### config.mk
export PLATFORM = sky130hd
export DESIGN_NAME = bounded_deque
export DESIGN_NICKNAME = d
export VERILOG_FILES = /design/src/design/bdq_pkg.sv /design/src/design/bdq_ctrl.sv /design/src/design/bdq_datapath.sv /design/src/design/bounded_deque.sv
export VERILOG_INCLUDE_DIRS = /design/src /design/src/design
export SDC_FILE = /design/constraint.sdc
export NUM_CORES = 1
export LEC_CHECK = 0
export BUFFER_PORTS_ARGS = -buffer_cell sky130_fd_sc_hd__buf_2
export CORE_MARGIN = 8
export CORE_UTILIZATION = 62
export DETAILED_ROUTE_END_ITERATION = 10
export PLACE_DENSITY_LB_ADDON = 0.1
export SETUP_SLACK_MARGIN = 0.4
export SYNTH_ARGS = -nofsm -noshare
export SYNTH_HDL_FRONTEND = slang
export SYNTH_HIERARCHICAL = 1
export SYNTH_SLANG_ARGS = --single-unit
### constraint.sdc
create_clock -name i_clk -period 4.2 [get_ports i_clk]
set_clock_uncertainty 0.1 [all_clocks]
set_input_delay 0.84 -clock i_clk [delete_from_list [all_inputs] [get_ports i_clk]]
set_output_delay 0.84 -clock i_clk [all_outputs]
set_load 0.005 [all_outputs]
### src/design/bounded_deque_assert.svh
// Assertion macros for the bounded deque RTL.
// Needs nothing else; included by bdq_datapath, the file that carries assertions.
`ifndef BOUNDED_DEQUE_ASSERT_SVH
`define BOUNDED_DEQUE_ASSERT_SVH

// Same-cycle implication, disabled while reset is active.
`define BDQ_ASSERT_NOW(lbl, clk, rstn, ante, cons) \
    lbl: assert property (@(posedge clk) disable iff (!(rstn)) (ante) |-> (cons)) \
        else $error("bounded_deque assertion failed");

// Next-cycle implication, disabled while reset is active.
`define BDQ_ASSERT_NEXT(lbl, clk, rstn, ante, cons) \
    lbl: assert property (@(posedge clk) disable iff (!(rstn)) (ante) |=> (cons)) \
        else $error("bounded_deque assertion failed");

`endif

### src/design/bdq_pkg.sv
// Package for the bounded deque: sizes, request codes, payload structs,
// controller states and the command struct. Depends on nothing.
`timescale 1ns / 1ps
`default_nettype none

package bdq_pkg;

    localparam int DEPTH      = 16;
    localparam int DATA_WIDTH = 32;

    localparam int SLOT_W   = (DEPTH > 1) ? $clog2(DEPTH) : 1;
    localparam int CNT_W    = $clog2(DEPTH + 1);
    localparam int POS_W    = 4;
    localparam int CMP_W    = (CNT_W > POS_W) ? CNT_W : POS_W;
    localparam int IO_DATA_W = 32;
    localparam int OUT_CNT_W = 5;

    typedef enum logic [1:0] {
        REQ_APPEND = 2'd0,
        REQ_PUSH   = 2'd1,
        REQ_REMOVE = 2'd2,
        REQ_READ   = 2'd3
    } t_req_type;

    typedef struct packed {
        t_req_type              req_type;
        logic [IO_DATA_W-1:0]   data_in;
        logic [POS_W-1:0]       position;
    } t_req;

    typedef struct packed {
        logic [IO_DATA_W-1:0]   data_out;
        logic                   found;
        logic                   dropped;
        logic [OUT_CNT_W-1:0]   entry_count;
    } t_rsp;

    typedef enum logic [1:0] {
        ST_IDLE,
        ST_EXEC,
        ST_DONE
    } t_state;

    typedef struct packed {
        logic load;   // capture the accepted item
        logic exec;   // run the item against the ring
    } t_cmd;

endpackage

`default_nettype wire

### src/design/bdq_ctrl.sv
// Controller for the bounded deque: accept / execute / result sequencer.
// Uses bdq_pkg for the state enum and command struct.
`timescale 1ns / 1ps
`default_nettype none

module bdq_ctrl (
    input  wire logic       i_clk,
    input  wire logic       i_rst_n,
    input  wire logic       start,
    output logic            busy,
    output logic            o_valid,
    output bdq_pkg::t_cmd   o_cmd
);

    bdq_pkg::t_state r_state;
    bdq_pkg::t_state n_state;

    always_ff @(posedge i_clk) begin
        if (!i_rst_n) begin
            r_state <= bdq_pkg::ST_IDLE;
        end else begin
            r_state <= n_state;
        end
    end

    always_comb begin
        unique case (r_state)
            bdq_pkg::ST_IDLE: begin
                n_state = start ? bdq_pkg::ST_EXEC : bdq_pkg::ST_IDLE;
            end
            bdq_pkg::ST_EXEC: begin
                n_state = bdq_pkg::ST_DONE;
            end
            bdq_pkg::ST_DONE: begin
                n_state = start ? bdq_pkg::ST_EXEC : bdq_pkg::ST_IDLE;
            end
            default: begin
                n_state = bdq_pkg::ST_IDLE;
            end
        endcase
    end

    always_comb begin
        busy      = (r_state == bdq_pkg::ST_EXEC);
        o_valid   = (r_state == bdq_pkg::ST_DONE);
        o_cmd.load = start && (r_state != bdq_pkg::ST_EXEC);
        o_cmd.exec = (r_state == bdq_pkg::ST_EXEC);
    end

endmodule

`default_nettype wire

### src/design/bdq_datapath.sv
// Datapath for the bounded deque: request latch, head/count registers,
// ring memory with registered read, result flags. Uses bdq_pkg.
`timescale 1ns / 1ps
`default_nettype none

`include "bounded_deque_assert.svh"

module bdq_datapath (
    input  wire logic       i_clk,
    input  wire logic       i_rst_n,
    input  wire bdq_pkg::t_cmd i_cmd,
    input  wire bdq_pkg::t_req i_req,
    output bdq_pkg::t_rsp   o_rsp
);

    localparam int SUM_W = bdq_pkg::CNT_W + 1;

    // head + offset modulo DEPTH; both operands are below DEPTH
    function automatic logic [bdq_pkg::SLOT_W-1:0] slot_add(
        input logic [bdq_pkg::SLOT_W-1:0] head,
        input logic [bdq_pkg::CNT_W-1:0]  ofs
    );
        logic [SUM_W-1:0] sum;
        sum = SUM_W'(head) + SUM_W'(ofs);
        if (sum >= SUM_W'(bdq_pkg::DEPTH)) begin
            sum = sum - SUM_W'(bdq_pkg::DEPTH);
        end
        return bdq_pkg::SLOT_W'(sum);
    endfunction

    logic [bdq_pkg::DATA_WIDTH-1:0] r_mem [bdq_pkg::DEPTH];

    bdq_pkg::t_req                  r_req;
    logic [bdq_pkg::SLOT_W-1:0]     r_head;
    logic [bdq_pkg::SLOT_W-1:0]     n_head;
    logic [bdq_pkg::CNT_W-1:0]      r_count;
    logic [bdq_pkg::CNT_W-1:0]      n_count;
    logic                           r_found;
    logic                           n_found;
    logic                           r_dropped;
    logic                           n_dropped;
    logic [bdq_pkg::DATA_WIDTH-1:0] r_rd_data;

    logic                           wr_en;
    logic [bdq_pkg::SLOT_W-1:0]     wr_addr;
    logic [bdq_pkg::SLOT_W-1:0]     rd_addr;
    logic                           full;
    logic                           empty;
    logic [bdq_pkg::CMP_W-1:0]      pos_ext;
    logic [bdq_pkg::CMP_W-1:0]      cnt_ext;

    always_comb begin
        full    = (r_count == bdq_pkg::CNT_W'(bdq_pkg::DEPTH));
        empty   = (r_count == '0);
        pos_ext = bdq_pkg::CMP_W'(r_req.position);
        cnt_ext = bdq_pkg::CMP_W'(r_count);

        n_head    = r_head;
        n_count   = r_count;
        n_found   = 1'b0;
        n_dropped = 1'b0;
        wr_en     = 1'b0;
        wr_addr   = r_head;
        rd_addr   = r_head;

        unique case (r_req.req_type)
            bdq_pkg::REQ_APPEND: begin
                if (full) begin
                    n_dropped = 1'b1;
                end else begin
                    wr_en   = 1'b1;
                    wr_addr = slot_add(r_head, r_count);
                    n_count = r_count + bdq_pkg::CNT_W'(1);
                end
            end
            bdq_pkg::REQ_PUSH: begin
                if (full) begin
                    n_dropped = 1'b1;
                end else begin
                    n_head  = (r_head == '0) ? bdq_pkg::SLOT_W'(bdq_pkg::DEPTH - 1)
                                             : r_head - bdq_pkg::SLOT_W'(1);
                    wr_en   = 1'b1;
                    wr_addr = n_head;
                    n_count = r_count + bdq_pkg::CNT_W'(1);
                end
            end
            bdq_pkg::REQ_REMOVE: begin
                if (!empty) begin
                    n_found = 1'b1;
                    rd_addr = r_head;
                    n_head  = slot_add(r_head, bdq_pkg::CNT_W'(1));
                    n_count = r_count - bdq_pkg::CNT_W'(1);
                end
            end
            bdq_pkg::REQ_READ: begin
                if (pos_ext < cnt_ext) begin
                    n_found = 1'b1;
                    rd_addr = slot_add(r_head, bdq_pkg::CNT_W'(pos_ext));
                end
            end
            default: begin
                n_found = 1'b0;
            end
        endcase
    end

    always_ff @(posedge i_clk) begin
        if (i_cmd.load) begin
            r_req <= i_req;
        end
    end

    always_ff @(posedge i_clk) begin
        if (!i_rst_n) begin
            r_head    <= '0;
            r_count   <= '0;
            r_found   <= 1'b0;
            r_dropped <= 1'b0;
        end else if (i_cmd.exec) begin
            r_head    <= n_head;
            r_count   <= n_count;
            r_found   <= n_found;
            r_dropped <= n_dropped;
        end
    end

    // ring memory: one write port, one registered read port
    always_ff @(posedge i_clk) begin
        if (i_cmd.exec && wr_en) begin
            r_mem[wr_addr] <= bdq_pkg::DATA_WIDTH'(r_req.data_in);
        end
        if (i_cmd.exec) begin
            r_rd_data <= r_mem[rd_addr];
        end
    end

    always_comb begin
        o_rsp.data_out    = r_found ? bdq_pkg::IO_DATA_W'(r_rd_data) : '0;
        o_rsp.found       = r_found;
        o_rsp.dropped     = r_dropped;
        o_rsp.entry_count = bdq_pkg::OUT_CNT_W'(r_count);
    end

    `BDQ_ASSERT_NOW(a_count_bound, i_clk, i_rst_n, 1'b1,
        r_count <= bdq_pkg::CNT_W'(bdq_pkg::DEPTH))
    `BDQ_ASSERT_NOW(a_found_not_dropped, i_clk, i_rst_n, r_found, !r_dropped)
    `BDQ_ASSERT_NEXT(a_insert_grows, i_clk, i_rst_n,
        i_cmd.exec && !full && (r_req.req_type == bdq_pkg::REQ_APPEND ||
        r_req.req_type == bdq_pkg::REQ_PUSH),
        r_count == $past(r_count) + bdq_pkg::CNT_W'(1))
    `BDQ_ASSERT_NEXT(a_empty_remove_holds, i_clk, i_rst_n,
        i_cmd.exec && empty && r_req.req_type == bdq_pkg::REQ_REMOVE,
        !r_found && $stable(r_head) && $stable(r_count))

endmodule

`default_nettype wire

### src/design/bounded_deque.sv
// Top level of the bounded deque: controller plus datapath.
// Depends on bdq_pkg, bdq_ctrl and bdq_datapath.
`timescale 1ns / 1ps
`default_nettype none

// Bounded double-ended queue of DEPTH words held in a ring memory.
//
// Request channel: drive i_req and raise start; the item is taken at the
// rising edge where start is high and busy is low. req_type picks append at
// back, push at front, remove front, or read at position (non-destructive).
//
// Result channel: o_valid pulses for one cycle with o_rsp. The receiver
// cannot hold it off, so it must take the item in that cycle.
//   found    - remove/read returned an entry (data_out is zero otherwise)
//   dropped  - append/push refused because the ring was full
//   entry_count - entries held after the request
//
// Timing: the accept edge loads the item, the execute state does the ring
// write or registered ring read plus head/count update, and the result
// state then raises o_valid. busy is high in the execute state, so no new
// item is taken then; a new item may be accepted during the result cycle.
//
// Reset (i_rst_n low, synchronous) empties the queue: head and count go to
// zero. Ring contents are not cleared; only held slots are ever read.
module bounded_deque (
    input  wire logic       i_clk,
    input  wire logic       i_rst_n,
    input  wire logic       start,
    input  wire bdq_pkg::t_req i_req,
    output logic            busy,
    output logic            o_valid,
    output bdq_pkg::t_rsp   o_rsp
);

    bdq_pkg::t_cmd cmd;

    // sequencer: load on accept, execute next cycle, strobe result after
    bdq_ctrl u_ctrl (
        .i_clk   (i_clk),
        .i_rst_n (i_rst_n),
        .start   (start),
        .busy    (busy),
        .o_valid (o_valid),
        .o_cmd   (cmd)
    );

    // ring memory, head pointer, count and result registers
    bdq_datapath u_datapath (
        .i_clk   (i_clk),
        .i_rst_n (i_rst_n),
        .i_cmd   (cmd),
        .i_req   (i_req),
        .o_rsp   (o_rsp)
    );

endmodule

`default_nettype wire

==> run_results.csv, run 1 <==
group,metric,value,unit
logic_synthesis,syn_avg_cell_area,16.0,sq um
logic_synthesis,synth.most_common_cell,"edfxtp_1",
pwr,power,12.4,mW
setup_path,crit_path_end_kind,"flop",
logic_synthesis,synth_cells,1477,
clocking,hold_buffers,0,
setup_path,cp_top_family,"compound AO/OA/AOI/OAI gates",
timing,fin_tns_setup,0,ns
clocking,clkTransAtPathRegs,0.06,ns
pwr,ir_worst_vdd,0.400,mV
logic_synthesis,synth.distinct_cells,48,
timing,rsz0062_at_grt,"false",
clocking,cts_root_buffer,"clkbuf_16",
setup_path,cp_num_buf_inv,3,
drt,vias_per_cell,6.26,
cells_and_area,layout-drive-gt1-share,14.8,%
logic_synthesis,yosys.area.top_type_share,74.1,%
die,start_util,62.7,%
die,die_h,211,microns
setup_path,worst_path_max_delay_cell,"dfxtp_1",
cells_and_area,syn_to_final_growth,13.3,%
placed_design,finalWeightedCongestion,0.832,
setup_path,startpoint_type,"flop",
worst_hold_path,hold_class,"primary input to flop",
drt,drt_iter0_drc,1509,
timing,hold_slack,0.306,ns
placed_design,dp_slack,0.573,ns
cells_and_area,final_nets,1629,
drt,avgRoutedWirePerCell,25.2,microns
placed_design,hpwl,26900,microns
timing,worst_slack,0.702,ns
timing,slew_headroom,24.2,%
setup_path,cp_data_arrival_time,3.73,ns
logic_synthesis,ys_top_cells_by_area,"edfxtp_1 (74%), mux2i_1 (5.6%), a22oi_1 (3.1%)",
status,status,"finished clean",
pwr,p_leak,9.40,nW
drt,drtAntennaViolNets,0,
timing,fmax,286,MHz
logic_synthesis,yosys.area.top_type,"edfxtp_1",
logic_synthesis,synthArstFlopShare,0,%
timing,worst_slew_pin_slew,1.14,ns
grt,grt_max_degree,72,
grt,antenna_found_initial,0,
cells_and_area,antenna_cells,0,
pwr,powerDensity,463,nW/um^2
die,io_pins,82,
timing,min_period_over_period,83.3,%
drt,drt-total-wl,53700,microns
setup_path,critPathMaxFanout,52,
clocking,h-tree-depth,2,
die,die_area,44500,sq um
clocking,cts_made_buffers,57,
logic_synthesis,yosys_register_bits,595,
run,cap_violations,0,
setup_path,cp_cell_sequence,"inv_1, ha_1, nand2_1, o21ai_1, a31o_2, mux2i_4, buf_12, buf_12, mux2i_1, a22oi_1, a22oi_1, o221ai_1",
logic_synthesis,synth_warnings,6,
timing,setup_violations,0,
drt,dr.pass1.iters,6,
setup_path,cp.required,4.43,ns
die,die_w,211,microns
clocking,cts_tree,"done",
grt,grt_pass1_vias,13000,
drt,drcViolationCount,0,
clocking,clock-sinks,595,
drt,vias,13300,
grt,grt_pass1_wl,78700,microns
die,core_area,37600,sq um
logic_synthesis,synth_commonest_cells,"edfxtp_1 (582), nand2_1 (152), a21oi_1 (143), mux2i_1 (132), a22oi_1 (96)",
timing,period_needed,3.50,ns
die,rows,71,
clocking,clk_latency,0.61,ns
timing,hold_viol,0,
logic_synthesis,syn_area,23600,sq um
placed_design,io_buffers,81,
setup_path,slowest_delay,0.48,ns
logic_synthesis,synth_edf_count,582,
grt,grt.total_usage,23.8,%
grt,grt.overflow.total,0,
setup_path,crit_type,"flop to flop",
cells_and_area,final_core_util,71.1,%
logic_synthesis,ys.flop_type,"edfxtp_1",
timing,slew_violations,0,
logic_synthesis,synth.yosys.seq_area_share,75.2,%
clocking,ctsLongestPathBuffers,3,
logic_synthesis,syn_nets,1535,
## per-layer routing
metal	wire, microns	up-vias	part of all wire, %	track usage (%)
li1	-	5962	-	-
met1	21600	6684	40	31.5
met2	26100	574	49	39.4
met3	4410	118	8.2	4.47
met4	1490	0	2.8	8.42
met5	0	-	0	0
## repair_timing
action | 4_1_cts | 5_1_grt
setup buffers | 0 | 0
setup endpoints to repair | 0 | 19
gates resized for setup | 0 | 3
## area by class of cell
cell class / count / area, sq um
inverters: 14 / 52.6
well taps: 511 / 639
multi-input cells: 774 / 5440
fillers: 2433 / 10900
flip-flops and latches: 595 / 17700
clock inverters: 40 / 290
repair buffers: 129 / 1070
clock buffers: 66 / 1480
## stage by stage
| step | instances | instance area, sq um |
|---|---|---|
| 6_report | 2129 | 26700 |
| 5_1_grt | 2129 | 26700 |
| 4_1_cts | 2128 | 26700 |
| 3_5_place_dp | 2022 | 24900 |
| 3_3_place_gp | 2022 | 24900 |
| 2_1_floorplan | 1477 | 23600 |
## cells in the final DEF (no fill, tap or decap), types with 5 or more instances in the layout
cell,count
a22oi_1,96
clkinv_1,17
clkbuf_1,8
nor2_1,14
a21oi_1,143
clkbuf_16,58
inv_1,13
nand2_1,152
a22o_1,64
clkinv_2,11
nor2_4,18
mux2i_1,132
a21o_1,5
dfxtp_1,13
edfxtp_1,582
o221ai_1,30
ha_1,14
buf_4,23
buf_12,24
and2_1,39
buf_2,81
xnor2_1,7
o21ai_0,11
## state kept, by name, summed over array words and instances (netlist names)
signal and count:
u_datapath/r_found 1, u_datapath/r_head 4, u_datapath/cnt_ext 5, u_datapath/pos_ext 4, u_ctrl/r_state 2, u_datapath/r_rd_data 32
u_datapath/r_dropped 1, u_datapath/r_req 34, u_datapath/r_mem 512
## worst paths after layout
kind                            slack, ns  cells after the start                       end             startpoint
worst max-delay path                 0.70                     12  u_datapath/r_rd_data[28]  u_datapath/cnt_ext[1]
worst min-delay path                 0.31                      1      u_datapath/r_req[35]              i_req[35]
worst max register to register       0.70                     12  u_datapath/r_rd_data[28]  u_datapath/cnt_ext[1]
worst min register to register       0.34                      1         u_ctrl/r_state[0]      u_ctrl/r_state[0]
## kinds of logic after synthesis
group	after synthesis	synth area share (%)
flops	595	75.2
compound gates	367	10.6
simple gates	242	4.50
mux	135	5.80
buf+inv	109	2.40
fa+ha+maj	17	0.998
xor+xnor	12	0.446
## power by group
group          leakage, nW  internal, mW  switching (mW)
registers             5.37          6.62           0.103
clock network        0.861          2.71            2.14
logic                 3.17         0.317           0.489
total                 9.40          9.65            2.73
Power figures use the tool's default switching activity.
==> run 2, diff against run 1 <==
Settings changed: ABC_AREA set to 1.
Clock period 4.2 ns to 3.6 ns, I/O delays scaled along.
==> run 2 against run 1 <==
Net effect:
- fmax grew 15%
- area after synthesis grew 11%
- die area grew 9.8%
- clock-buffer cell count grew 10
- worst hold slack lost 0.13 ns
- clock power grew 21%
- core utilization shrank 0.45 points
- sequential power grew 17%
- first-iteration DRC count grew 19%
- non-clock buffer count grew 21
==> run_results.csv, run 2 <==
group,metric,value,unit
logic_synthesis,syn_nets,2562,
logic_synthesis,ys_top_cells_by_area,"edfxtp_1 (67%), nand3_1 (10%), inv_1 (8.4%)",
drt,vias,17700,
drt,drtAntennaViolNets,0,
grt,antenna_found_initial,0,
grt,grt.total_usage,25.7,%
timing,slew_violations,0,
clocking,h-tree-depth,2,
setup_path,r2r-end,"u_datapath/r_rd_data[12]",
pwr,ir_worst_vdd,0.449,mV
setup_path,cp_data_arrival_time,3.31,ns
drt,vias_per_cell,5.55,
cells_and_area,fillCellCount,2917,
clocking,hold_buffers,0,
logic_synthesis,synth.most_common_cell,"inv_1",
setup_path,slowest_delay,0.41,ns
logic_synthesis,yosys_register_bits,595,
placed_design,io_buffers,81,
die,io_pins,82,
grt,grt_pass1_wl,98600,microns
logic_synthesis,synth_edf_count,582,
timing,slew_headroom,33.2,%
setup_path,critPathLaunch,"u_datapath/cnt_ext[3]",
logic_synthesis,yosys.area.top_type_share,67.0,%
cells_and_area,layout-drive-gt1-share,10.3,%
logic_synthesis,syn_avg_cell_area,10.4,sq um
timing,period_needed,3.04,ns
timing,hold_viol,0,
pwr,p_leak,12.9,nW
cells_and_area,largest_register,"u_datapath/r_mem",
clocking,ctsLongestPathBuffers,3,
setup_path,reg2reg_slack,0.56,ns
clocking,cts_made_buffers,59,
placed_design,dp_slack,0.284,ns
logic_synthesis,synthArstFlopShare,0,%
clocking,clock-sinks,595,
logic_synthesis,ys.flop_type,"edfxtp_1",
setup_path,crit_type,"flop to flop",
timing,worst_slew_pin_slew,1.00,ns
cells_and_area,final_nets,2657,
clocking,cts_tree,"done",
logic_synthesis,synth_warnings,6,
grt,grt_max_degree,87,
timing,fin_tns_setup,0,ns
timing,hold_slack,0.176,ns
setup_path,cp.required,3.87,ns
die,die_h,221,microns
drt,drt-total-wl,63900,microns
setup_path,reg2regPathDepth,15,
die,core_area,41800,sq um
setup_path,worst-path-stages,15,
grt,grt.overflow.total,0,
grt,grt_pass1_vias,17400,
setup_path,cp_num_buf_inv,6,
status,status,"finished clean",
cells_and_area,final_core_util,70.6,%
drt,avgRoutedWirePerCell,20.1,microns
setup_path,worst_path_max_delay_cell,"dfxtp_1",
pwr,powerDensity,506,nW/um^2
setup_path,reg2reg_from,"u_datapath/cnt_ext[3]",
placed_design,placed_cells,3066,
setup_path,cp-endpoint,"u_datapath/r_rd_data[12]",
clocking,clk_latency,0.61,ns
setup_path,startpoint_type,"flop",
drt,drt_iter0_drc,1795,
cells_and_area,reg_top3,"u_datapath/r_mem: 512 flops, u_datapath/r_req: 34 flops, u_datapath/r_rd_data: 32 flops",
die,start_util,62.4,%
die,die_area,48900,sq um
placed_design,finalWeightedCongestion,0.830,
worst_hold_path,hold_class,"primary input to flop",
logic_synthesis,synth_commonest_cells,"inv_1 (584), edfxtp_1 (582), nand2_1 (565), nand3_1 (528), buf_2 (61)",
cells_and_area,largest_reg_flops,512,
logic_synthesis,yosys.area.top_type,"edfxtp_1",
timing,worst_slack,0.555,ns
timing,fmax,328,MHz
run,cap_violations,0,
timing,rsz0062_at_grt,"true",
die,rows,75,
clocking,cts_root_buffer,"clkbuf_16",
logic_synthesis,synth_cells,2504,
logic_synthesis,synth.distinct_cells,33,
setup_path,critPathMaxFanout,23,
cells_and_area,finalNonFillerCells,3184,
drt,dr.pass1.iters,5,
setup_path,crit_path_end_kind,"flop",
setup_path,cp_cell_sequence,"inv_1, ha_1, inv_1, nor2_1, nand2_1, nand3_4, clkinvlp_4, nand2_2, o21ai_4, buf_12, inv_2, buf_12, nand3_1, nand3_1, nand2_1",
logic_synthesis,synth.yosys.seq_area_share,68.0,%
placed_design,hpwl,35700,microns
setup_path,cp_top_family,"simple AND/OR/NAND/NOR gates",
clocking,clkTransAtPathRegs,0.06,ns
logic_synthesis,syn_area,26100,sq um
cells_and_area,layout_common_cells,"inv_1 (582), edfxtp_1 (582), nand2_1 (558), nand3_1 (522), buf_2 (81)",
cells_and_area,syn_to_final_growth,13.1,%
timing,setup_violations,0,
die,die_w,221,microns
drt,drcViolationCount,0,
timing,min_period_over_period,84.6,%
cells_and_area,antenna_cells,0,
==> run 2: area by class of cell <==
type / instances / area (sq um) / area share (%)
clock buffer: 76 / 1580 / 5.37
clock inverter: 31 / 233 / 0.789
inverter: 585 / 2200 / 7.46
multi-input combinational: 1208 / 5780 / 19.6
sequential: 595 / 17700 / 60.2
tap: 539 / 674 / 2.29
timing repair buffer: 150 / 1280 / 4.34
==> run 2: worst min path at each step <==
stage / cells after the start / slack [ns] / startpoint / to
global placement: 1 / 0.38 / u_ctrl/r_state[0] / u_ctrl/r_state[0]
global route: 1 / 0.16 / i_req[25] / u_datapath/r_req[25]
CTS: 1 / 0.14 / i_req[6] / u_datapath/r_req[6]
detailed placement: 1 / 0.41 / u_ctrl/r_state[0] / u_ctrl/r_state[0]
finish: 1 / 0.18 / i_req[6] / u_datapath/r_req[6]
floorplan: 1 / 0.34 / u_ctrl/r_state[0] / u_ctrl/r_state[0]
==> run 2: routing by layer <==
layer,track usage [%],routed length (microns)
met2,43.6,31200
met3,4.02,4840
met1,33.9,26000
met4,8.48,1830
met5,0,0
==> run 2: worst reg2reg max path, stage by stage, from the launching register on <==
cell and delay [ns]:
dfxtp_1 0.41, inv_1 0.08, ha_1 0.28, inv_1 0.04
nor2_1 0.15, nand2_1 0.16, nand3_4 0.19, clkinvlp_4 0.21
nand2_2 0.21, o21ai_4 0.09, buf_12 0.17, inv_2 0.16
buf_12 0.21, nand3_1 0.16, nand3_1 0.13, nand2_1 0.06
==> run 2: report_power, final <==
part | switching, mW | leakage (nW) | internal [mW]
combinational | 0.798 | 6.64 | 0.383
clock | 2.50 | 0.889 | 3.35
sequential | 0.138 | 5.38 | 7.73
total | 3.44 | 12.9 | 11.5
==> run 2: cells by family (layout without fill, tap and decap cells) <==
logic type / after synthesis / count (layout) / share of synthesized area [%]
simple gates: 1140 / 1141 / 19.1
buf+inv: 703 / 842 / 10.8
flops: 595 / 595 / 68.0
compound gates: 42 / 43 / 0.898
fa+ha+maj: 17 / 17 / 0.902
xor+xnor: 7 / 7 / 0.235
==> run 2: through the flow <==
stage | area [sq um] | power (mW)
floorplan | 26100 | 8.70
finish | 29500 | 14.9
detailed placement | 27400 | 9.14
global placement | 27400 | 9.12
CTS | 29300 | 14.9
global route | 29500 | 15.4
==> run 2: repair_timing <==
| item | in CTS | in global routing |
|---|---|---|
| buffers inserted | 0 | 8 |
| resized for setup | 3 | 26 |
| pin swaps | 1 | 2 |
| gates cloned | 1 | 2 |
| endpoints found under the setup margin | 104 | 539 |
